[src/rtl/smgp_pkg.sv]
// Shared types, constants and the timestamp wrap extender for the metadata group parser.
package smgp_pkg;

    localparam int DEVICE_SLOTS   = 5;
    localparam int LEGACY_SAMPLES = 11;
    localparam int PACKED_SLOTS   = 5;
    localparam int HDR_SLOTS      = (DEVICE_SLOTS < PACKED_SLOTS) ? DEVICE_SLOTS : PACKED_SLOTS;
    localparam int SLOT_W         = (DEVICE_SLOTS > 1) ? $clog2(DEVICE_SLOTS) : 1;
    localparam int SEEK_W         = SLOT_W + 1;
    localparam int GROUPS_W       = 7;
    localparam int MAX_RESULTS    = 3;
    localparam int RES_IDX_W      = 2;
    localparam int TDATA_IN_W     = 128;
    localparam int TDATA_OUT_W    = 168;

    typedef enum logic [2:0] {
        KIND_EXP_START = 3'd0,
        KIND_EXP_END   = 3'd1,
        KIND_IMU       = 3'd2,
        KIND_OK        = 3'd3,
        KIND_ERR       = 3'd4
    } t_kind;

    // One wrap extender: raw 32-bit time plus a count of wraps.
    typedef struct packed {
        logic        seen;
        logic [31:0] prev;
        logic [31:0] wraps;
    } t_ext;

    typedef struct packed {
        logic [3:0]                        proto;
        logic [DEVICE_SLOTS-1:0][7:0]      types;
        logic [DEVICE_SLOTS-1:0][3:0]      counts;
        logic [31:0]                       start_raw;
        logic [31:0]                       end_raw;
    } t_header;

    // Words from the lowest: accel x, y, z, gyro x, y, z.
    typedef struct packed {
        logic [5:0][15:0] words;
        logic             valid;
    } t_sample;

    typedef struct packed {
        t_kind            kind;
        logic [63:0]      time_us;
        logic [3:0]       proto;
        logic [5:0][15:0] words;
        logic             valid;
        logic             last;
    } t_result;

    // Advance an extender by one raw reading; count a wrap on a backward jump
    // of more than half the range.
    function automatic t_ext widen(t_ext e, logic [31:0] raw);
        t_ext r;
        r = e;
        if (e.seen && (e.prev > raw) && ((e.prev - raw) > 32'h8000_0000)) begin
            r.wraps = e.wraps + 32'd1;
        end
        r.seen = 1'b1;
        r.prev = raw;
        return r;
    endfunction

endpackage

[src/rtl/smgp_unpack.sv]
// Group unpacker: header fields in legacy or packed form and the IMU sample words.
module smgp_unpack
    import smgp_pkg::*;
(
    input  logic [63:0] i_group_high,
    input  logic [63:0] i_group_low,
    input  logic [7:0]  i_imu_type,
    output t_header     o_hdr,
    output t_sample     o_smp
);

    logic [5:0][15:0] w_words;
    logic             w_bad;

    always_comb begin
        o_hdr = '0;
        if (i_group_high == i_group_low) begin
            // legacy header: one IMU slot with a fixed sample count
            o_hdr.types[0]   = i_imu_type;
            o_hdr.counts[0]  = 4'(LEGACY_SAMPLES);
            o_hdr.start_raw  = i_group_high[63:32];
            o_hdr.end_raw    = i_group_high[31:0];
        end else begin
            o_hdr.proto = i_group_high[63:60];
            for (int i = 0; i < HDR_SLOTS; i++) begin
                o_hdr.types[i]  = i_group_high[52-12*i +: 8];
                o_hdr.counts[i] = i_group_high[48-12*i +: 4];
            end
            o_hdr.start_raw = i_group_low[63:32];
            o_hdr.end_raw   = i_group_low[31:0];
        end
    end

    assign w_words[0] = i_group_high[31:16];
    assign w_words[1] = i_group_high[15:0];
    assign w_words[2] = i_group_low[63:48];
    assign w_words[3] = i_group_low[47:32];
    assign w_words[4] = i_group_low[31:16];
    assign w_words[5] = i_group_low[15:0];

    assign w_bad = ((w_words[0] == 16'hFFFF) && (w_words[1] == 16'hFFFF)
                    && (w_words[2] == 16'hFFFF)) || (w_words[3] == 16'h8000);

    assign o_smp.words = w_bad ? '0 : w_words;
    assign o_smp.valid = !w_bad;

endmodule

[src/rtl/sensor_metadata_group_parser.sv]
// Top level of the sensor metadata group parser: state, result buffer and stream ports.
//
// Takes a payload as 16-byte groups (tlast on the last group; tuser high means
// reset both timestamp extenders and drop the payload). The header group gives
// exposure start/end results with 64-bit extended times; each later group of
// the IMU slot type gives one IMU sample result; the last group adds a payload
// ok or payload error result, and only an ok payload commits the extender
// state. An accepted group waits in the input register and is decoded, once the
// result buffer is empty or its last result is leaving, into a three-entry
// result buffer that drains through the output port one result per cycle while
// the receiver is ready. A header group gives two results, or three if it also
// is the last group. The input register takes the next group while results
// still drain.
// The configuration register is taken at any time but is only to be written
// with no payload group in flight.
module sensor_metadata_group_parser
    import smgp_pkg::*;
(
    input  logic                   i_clk,
    input  logic                   i_rst_n,
    // configuration: IMU device type code
    input  logic                   i_cfg_valid,
    output logic                   o_cfg_ready,
    input  logic [7:0]             i_cfg_data,
    // input groups
    input  logic                   i_s_axis_tvalid,
    output logic                   o_s_axis_tready,
    // [63:0] group_high, [127:64] group_low
    input  logic [TDATA_IN_W-1:0]  i_s_axis_tdata,
    // [0] op
    input  logic                   i_s_axis_tuser,
    input  logic                   i_s_axis_tlast,
    // results
    output logic                   o_m_axis_tvalid,
    input  logic                   i_m_axis_tready,
    // [63:0] time_us, [67:64] protocol, [83:68] accel_x, [99:84] accel_y,
    // [115:100] accel_z, [131:116] gyro_x, [147:132] gyro_y, [163:148] gyro_z,
    // [164] sample_valid, [167:165] zero
    output logic [TDATA_OUT_W-1:0] o_m_axis_tdata,
    // [2:0] kind
    output logic [2:0]             o_m_axis_tuser,
    output logic                   o_m_axis_tlast
);

    typedef struct packed {
        logic [SLOT_W-1:0] ptr;
        logic [3:0]        left;
    } t_seek;

    // First slot at or after p with a nonzero count; slot 0, empty if none.
    function automatic t_seek seek(logic [DEVICE_SLOTS-1:0][3:0] counts, logic [SEEK_W-1:0] p);
        t_seek r;
        logic  found;
        r     = '0;
        found = 1'b0;
        for (int i = 0; i < DEVICE_SLOTS; i++) begin
            if (!found && (SEEK_W'(i) >= p) && (counts[i] != 4'd0)) begin
                found  = 1'b1;
                r.ptr  = SLOT_W'(i);
                r.left = counts[i];
            end
        end
        return r;
    endfunction

    // configuration
    logic [7:0] r_imu_type;

    // input register
    logic                   r_in_valid;
    logic                   r_in_op;
    logic [63:0]            r_in_hi;
    logic [63:0]            r_in_lo;
    logic                   r_in_fin;

    // parser state; extenders: _c committed, _w working
    t_ext                          r_exp_c, r_exp_w, r_imu_c, r_imu_w;
    logic                          r_in_payload;
    logic                          r_bad;
    logic [GROUPS_W-1:0]           r_groups;
    logic [SLOT_W-1:0]             r_ptr;
    logic [3:0]                    r_left;
    logic [DEVICE_SLOTS-1:0][7:0]  r_types;
    logic [DEVICE_SLOTS-1:0][3:0]  r_counts;

    t_ext                          n_exp_c, n_exp_w, n_imu_c, n_imu_w;
    logic                          n_in_payload;
    logic                          n_bad;
    logic [GROUPS_W-1:0]           n_groups;
    logic [SLOT_W-1:0]             n_ptr;
    logic [3:0]                    n_left;
    logic [DEVICE_SLOTS-1:0][7:0]  n_types;
    logic [DEVICE_SLOTS-1:0][3:0]  n_counts;

    // result buffer, entry 0 on the output port
    t_result                r_buf [MAX_RESULTS];
    logic [RES_IDX_W-1:0]   r_bcnt;
    t_result                w_res [MAX_RESULTS];
    logic [RES_IDX_W-1:0]   w_nres;

    t_header w_hdr;
    t_sample w_smp;
    logic    w_buf_free;
    logic    w_process;
    logic    w_in_xfer;
    logic    w_out_xfer;

    smgp_unpack u_unpack (
        .i_group_high (r_in_hi),
        .i_group_low  (r_in_lo),
        .i_imu_type   (r_imu_type),
        .o_hdr        (w_hdr),
        .o_smp        (w_smp)
    );

    assign o_cfg_ready     = 1'b1;
    assign w_out_xfer      = o_m_axis_tvalid && i_m_axis_tready;
    assign w_buf_free      = (r_bcnt == '0) || ((r_bcnt == RES_IDX_W'(1)) && i_m_axis_tready);
    assign w_process       = r_in_valid && w_buf_free;
    assign o_s_axis_tready = !r_in_valid || w_process;
    assign w_in_xfer       = i_s_axis_tvalid && o_s_axis_tready;

    // Decode the registered group against the current state.
    always_comb begin
        t_ext                 e1;
        t_seek                sk;
        logic [GROUPS_W-1:0]  total;
        logic [3:0]           left_dec;
        logic [7:0]           cur_type;
        logic                 ok;

        n_exp_c      = r_exp_c;
        n_exp_w      = r_exp_w;
        n_imu_c      = r_imu_c;
        n_imu_w      = r_imu_w;
        n_in_payload = r_in_payload;
        n_bad        = r_bad;
        n_groups     = r_groups;
        n_ptr        = r_ptr;
        n_left       = r_left;
        n_types      = r_types;
        n_counts     = r_counts;
        for (int i = 0; i < MAX_RESULTS; i++) begin
            w_res[i] = '0;
        end
        w_nres   = '0;
        e1       = '0;
        sk       = '0;
        total    = '0;
        left_dec = '0;
        cur_type = r_types[r_ptr];
        ok       = 1'b0;

        if (r_in_op) begin
            // clear both extenders, abandon the payload quietly
            n_exp_c      = '0;
            n_exp_w      = '0;
            n_imu_c      = '0;
            n_imu_w      = '0;
            n_in_payload = 1'b0;
            n_bad        = 1'b0;
            n_groups     = '0;
            n_ptr        = '0;
            n_left       = '0;
        end else begin
            if (!r_in_payload) begin
                // header group
                n_types  = w_hdr.types;
                n_counts = w_hdr.counts;
                for (int i = 0; i < DEVICE_SLOTS; i++) begin
                    total = total + GROUPS_W'(w_hdr.counts[i]);
                end
                n_groups     = total;
                sk           = seek(w_hdr.counts, '0);
                n_ptr        = sk.ptr;
                n_left       = sk.left;
                n_in_payload = 1'b1;
                n_bad        = 1'b0;
                e1           = widen(r_exp_w, w_hdr.start_raw);
                n_exp_w      = widen(e1, w_hdr.end_raw);
                w_res[0].kind    = KIND_EXP_START;
                w_res[0].time_us = {e1.wraps, w_hdr.start_raw};
                w_res[0].proto   = w_hdr.proto;
                w_res[1].kind    = KIND_EXP_END;
                w_res[1].time_us = {n_exp_w.wraps, w_hdr.end_raw};
                w_res[1].proto   = w_hdr.proto;
                w_nres           = RES_IDX_W'(2);
            end else if (r_bad || (r_groups == '0)) begin
                // surplus group, or anything after one: mark and drop
                n_bad = 1'b1;
            end else begin
                n_groups = r_groups - GROUPS_W'(1);
                left_dec = (r_left != 4'd0) ? (r_left - 4'd1) : 4'd0;
                n_left   = left_dec;
                if (left_dec == 4'd0) begin
                    sk     = seek(r_counts, SEEK_W'(r_ptr) + SEEK_W'(1));
                    n_ptr  = sk.ptr;
                    n_left = sk.left;
                end
                if (cur_type == r_imu_type) begin
                    n_imu_w          = widen(r_imu_w, r_in_hi[63:32]);
                    w_res[0].kind    = KIND_IMU;
                    w_res[0].time_us = {n_imu_w.wraps, r_in_hi[63:32]};
                    w_res[0].words   = w_smp.words;
                    w_res[0].valid   = w_smp.valid;
                    w_nres           = RES_IDX_W'(1);
                end
            end

            if (r_in_fin) begin
                ok = !n_bad && (n_groups == '0);
                if (ok) begin
                    n_exp_c = n_exp_w;
                    n_imu_c = n_imu_w;
                end else begin
                    n_exp_w = r_exp_c;
                    n_imu_w = r_imu_c;
                end
                n_in_payload       = 1'b0;
                n_bad              = 1'b0;
                n_groups           = '0;
                n_ptr              = '0;
                n_left             = '0;
                w_res[w_nres].kind = ok ? KIND_OK : KIND_ERR;
                w_nres             = w_nres + RES_IDX_W'(1);
            end
        end

        // flag the last result of this group
        for (int i = 0; i < MAX_RESULTS; i++) begin
            w_res[i].last = (w_nres != '0) && (RES_IDX_W'(i) == (w_nres - RES_IDX_W'(1)));
        end
    end

    // control and state registers
    always_ff @(posedge i_clk) begin
        if (!i_rst_n) begin
            r_imu_type   <= '0;
            r_in_valid   <= 1'b0;
            r_exp_c      <= '0;
            r_exp_w      <= '0;
            r_imu_c      <= '0;
            r_imu_w      <= '0;
            r_in_payload <= 1'b0;
            r_bad        <= 1'b0;
            r_groups     <= '0;
            r_ptr        <= '0;
            r_left       <= '0;
            r_types      <= '0;
            r_counts     <= '0;
            r_bcnt       <= '0;
        end else begin
            if (i_cfg_valid && o_cfg_ready) begin
                r_imu_type <= i_cfg_data;
            end
            if (w_in_xfer) begin
                r_in_valid <= 1'b1;
            end else if (w_process) begin
                r_in_valid <= 1'b0;
            end
            if (w_process) begin
                r_exp_c      <= n_exp_c;
                r_exp_w      <= n_exp_w;
                r_imu_c      <= n_imu_c;
                r_imu_w      <= n_imu_w;
                r_in_payload <= n_in_payload;
                r_bad        <= n_bad;
                r_groups     <= n_groups;
                r_ptr        <= n_ptr;
                r_left       <= n_left;
                r_types      <= n_types;
                r_counts     <= n_counts;
                r_bcnt       <= w_nres;
            end else if (w_out_xfer) begin
                r_bcnt <= r_bcnt - RES_IDX_W'(1);
            end
        end
    end

    // payload registers: input group and result buffer
    always_ff @(posedge i_clk) begin
        if (w_in_xfer) begin
            r_in_op  <= i_s_axis_tuser;
            r_in_hi  <= i_s_axis_tdata[63:0];
            r_in_lo  <= i_s_axis_tdata[127:64];
            r_in_fin <= i_s_axis_tlast;
        end
        if (w_process) begin
            for (int i = 0; i < MAX_RESULTS; i++) begin
                r_buf[i] <= w_res[i];
            end
        end else if (w_out_xfer) begin
            // advance the buffer by one entry
            for (int i = 0; i < MAX_RESULTS - 1; i++) begin
                r_buf[i] <= r_buf[i+1];
            end
        end
    end

    assign o_m_axis_tvalid = (r_bcnt != '0);
    assign o_m_axis_tuser  = r_buf[0].kind;
    assign o_m_axis_tlast  = r_buf[0].last;
    assign o_m_axis_tdata  = {3'b000, r_buf[0].valid, r_buf[0].words,
                              r_buf[0].proto, r_buf[0].time_us};

endmodule
[config.mk]
export PLATFORM = sky130hd
export DESIGN_NAME = sensor_metadata_group_parser
export DESIGN_NICKNAME = d
export VERILOG_FILES = /design/src/rtl/smgp_pkg.sv /design/src/rtl/smgp_unpack.sv /design/src/rtl/sensor_metadata_group_parser.sv
export SDC_FILE = /design/constraint.sdc
export NUM_CORES = 2
export LEC_CHECK = 0
export BUFFER_PORTS_ARGS = -buffer_cell sky130_fd_sc_hd__buf_2
export CORE_MARGIN = 2
export CORE_UTILIZATION = 45
export CTS_CLUSTER_SIZE = 24
export DETAILED_ROUTE_END_ITERATION = 7
export GPL_TIMING_DRIVEN = 0
export PLACE_DENSITY = 0.67
export SLEW_MARGIN = 10
export SYNTH_ARGS = -nofsm -noshare
export SYNTH_HDL_FRONTEND = slang
export SYNTH_SLANG_ARGS = --single-unit
[constraint.sdc]
create_clock -name i_clk -period 13.2 [get_ports i_clk]
set_input_delay 1.98 -clock i_clk [delete_from_list [all_inputs] [get_ports i_clk]]
set_output_delay 1.98 -clock i_clk [all_outputs]
set_load 0.1 [all_outputs]
==> impl_metrics.yaml <==
yosys:
  netlist_area_mm2: 0.0414
  synth_top_family_by_area: "simple AND/OR/NAND/NOR gates"
  synth-main-ff-cell: "edfxtp_1"
  netlist_top_cells_count: "nand2_1, nor2_1, edfxtp_1"
  synth_adder_area_share_pct: 4.12
  synth_cell_types: 105
  yosys-top-cells-area: "edfxtp_1, dfxtp_1, nand2_1"
  synth.area.mux_share_pct: 1.72
  ys_seq_area_share_pct: 43.9
  ys_warn_count: 0
  async_flop_share_pct: 0
  synth_xor_area_share_pct: 4.91
  netlist_instances: 4635
  yosys.area.top_type: "edfxtp_1"
  synth_compound_area_share_pct: 18.4
  synth_top_area_share_pct: 27.1
  yosysMostFrequentCell: "nand2_1"
  synth_simple_gate_area_share_pct: 19.0
  synth-seq-cells: 721
  synth_edf_count: 374
  syn_area_per_cell_um2: 8.93
critical_path:
  path_buf_inv: 10
  r2r-end: "r_buf[0][167]"
  startpoint_type: "flip-flop"
  cp_slowest_cell: "edfxtp_1"
  timing.rr.start: "r_in_hi[36]"
  reg2reg_setup_slack_ns: 3.51
  r2r_cells: 29
  crit_top_cell: "clkbuf_1"
  critical_path.max_stage_delay_ns: 1.10
  critPathKind: "reg -> reg"
  cp_max_fo: 10
  cp_top_family: "buffers and inverters"
  critPathArrivalTime_ns: 10.20
  cp_data_required_time_ns: 13.71
  end_kind: "flip-flop"
run_status:
  failed_checks: "DRC"
  status: "complete, but fails checks"
clock_network:
  clkTransAtPathRegs_ns: 0.06
  cts_made_buffers: 80
  cts_buffer_depth: 3
  cts-hold-fix-buffers: 0
  cts_max_level: 3
  postCtsSetupBuffers: 0
  cts_resized: 0
  clock-root-buffer: "clkbuf_16"
  cts_sinks: 721
  clk_latency_ns: 0.68
  cts_tree: "done"
timing:
  timing.final.crit_period_ns: 9.69
  finalHoldViolCount: 0
  max_freq_mhz: 103
  max-slew-margin-rel_pct: 12.6
  setup_violations: 0
  min_period_over_period_pct: 73.4
  tightest_slew_ns: 1.31
  whs_ns: 0.440
  finalMaxSlewViolations: 0
  rsz0062_at_grt: "no"
  fin_worst_skew_ns: 0.0349
  setup_tns_ns: 0
drt:
  ant_nets: 0
  vias_per_cell: 6.09
  drc: 27
  dr.pass1.iters: 8
  vias: 38300
  drt_iter0_drc: 5494
  drt_wl_total_um: 167000
  post_drt_wl_per_cell_um: 26.5
global_routing:
  met3_usage_pct: 8.21
  grt_max_degree: 103
  grt_use_met2_pct: 52.0
  grt_usage_pct: 34.5
  grt_pass1_wl_um: 239000
  antenna_found_initial: 13
  grt_pass1_vias: 35700
  busiest_layer: "met2"
  grt_overflow: 0
  grt_use_met1_pct: 44.6
pwr:
  irDropWorstVdd_mv: 0.114
  p_leak_nw: 18.5
  powerDensity_mw_per_mm2: 156
flow_run:
  maxCapViolCount: 0
layout:
  utilization_pct: 51.8
  final_nets: 5308
  drive_gt1_share_pct: 13.8
  area_growth_pct: 14.4
floorplanning:
  fp.dieH_um: 307
  initial_core_util_pct: 45.3
  die_x_um: 307
  fp-row-count: 111
  design.core.area_mm2: 0.0914
  boundaryPins: 318
  die_area_mm2: 0.0944
place:
  dpl.hpwl_um: 127000
  gp_routability_congestion: 1.00
  numPortBuffers: 311
min_path:
  holdPathEnd: "r_exp_c[9]"
  whs_path_depth: 2
  holdCritPathClass: "reg -> reg"
  hold_start: "r_exp_c[9]"
[registers in the layout (all words and copies together), names as in the netlist, 2 cells and up]
signal and flops:
r_in_lo 64, r_left 4, r_in_hi 64, r_types 40, r_imu_c 65, r_ptr 3, r_imu_w 65, r_counts 20
r_bcnt 2, r_groups 7, r_imu_type 8, r_exp_c 65, r_buf 244, r_exp_w 65
[worst max path at each step]
| stage | from | end | slack [ns] | cells past startpoint |
|---|---|---|---|---|
| final | r_in_hi[36] | r_buf[0][167] | 3.51 | 29 |
| after floorplan | i_m_axis_tready | r_buf[0][0] | 5.86 | 2 |
| after CTS | r_in_hi[36] | r_buf[0][167] | 3.84 | 29 |
| after global routing | r_in_hi[36] | r_buf[0][167] | 3.34 | 29 |
| after global placement | i_m_axis_tready | r_buf[0][53] | 2.90 | 3 |
| after detailed placement | r_in_hi[36] | r_buf[0][167] | 3.88 | 29 |
[layout make-up]
| type | instances | area, um^2 |
|---|---|---|
| Antenna cell | 6 | 15.0 |
| Buffer | 481 | 2500 |
| Clock buffer | 123 | 2370 |
| Clock inverter | 27 | 375 |
| Fill cell | 8653 | 44000 |
| Inverter | 212 | 803 |
| Multi-Input combinational cell | 3223 | 19900 |
| Sequential cell | 721 | 18200 |
| Tap cell | 1186 | 1480 |
| Timing Repair Buffer | 318 | 1690 |
[power by group]
| part | switching, W | internal [W] | total [W] |
|---|---|---|---|
| registers | 0.000190 | 0.00262 | 0.00281 |
| clock network | 0.000981 | 0.00138 | 0.00236 |
| logic | 0.00167 | 0.000527 | 0.00220 |
| total | 0.00284 | 0.00453 | 0.00737 |
[metal layers]
metal | vias up | wire (um)
li1 | 17300 | -
met1 | 18200 | 64500
met2 | 2336 | 71800
met3 | 500 | 18800
met4 | 10 | 11700
met5 | - | 155
[per-stage QoR]
stage / instance area [um^2] / instances / setup slack (ns) / total power (W)
after floorplan: 41400 / 4637 / 5.86 / 0.00440
after global placement: 44400 / 6134 / 2.90 / 0.00504
after detailed placement: 44600 / 6141 / 3.88 / 0.00500
after CTS: 47300 / 6291 / 3.84 / 0.00734
after global routing: 47300 / 6293 / 3.34 / 0.00757
final: 47300 / 6297 / 3.51 / 0.00737
[kinds of logic after synthesis]
group | count (synthesis)
buf+inv | 693
fa+ha+maj | 128
simple gates | 1663
xor+xnor | 232
mux | 60
other cells | 2
flops | 721
compound gates | 1136
[cells in the final DEF, fill, tap and decap left out, types with 40 or more instances in the layout]
master / Yosys / final
and2_1: 145 / 144
nor2_1: 391 / 391
inv_1: 210 / 209
nand4_1: 79 / 79
dfxtp_1: 347 / 347
and3_1: 68 / 68
clkbuf_1: 256 / 282
nor3_1: 64 / 61
xor2_1: 86 / 86
nor4_1: 40 / 40
clkbuf_16: 0 / 85
xnor2_1: 146 / 146
mux2i_1: 46 / 46
a21o_1: 47 / 47
nand2_1: 616 / 616
edfxtp_1: 374 / 374
ha_1: 114 / 114
o21ai_0: 284 / 284
buf_4: 176 / 179
a22oi_1: 169 / 169
buf_2: 18 / 329
nand3_1: 110 / 110
a21oi_1: 219 / 219
[tightest hold or removal path, delay by kind of cell, from the launching register on]
kind,cells,cell delay (ns)
flops,1,0.30
simple gates,2,0.09
Power figures use the tool's default switching activity.
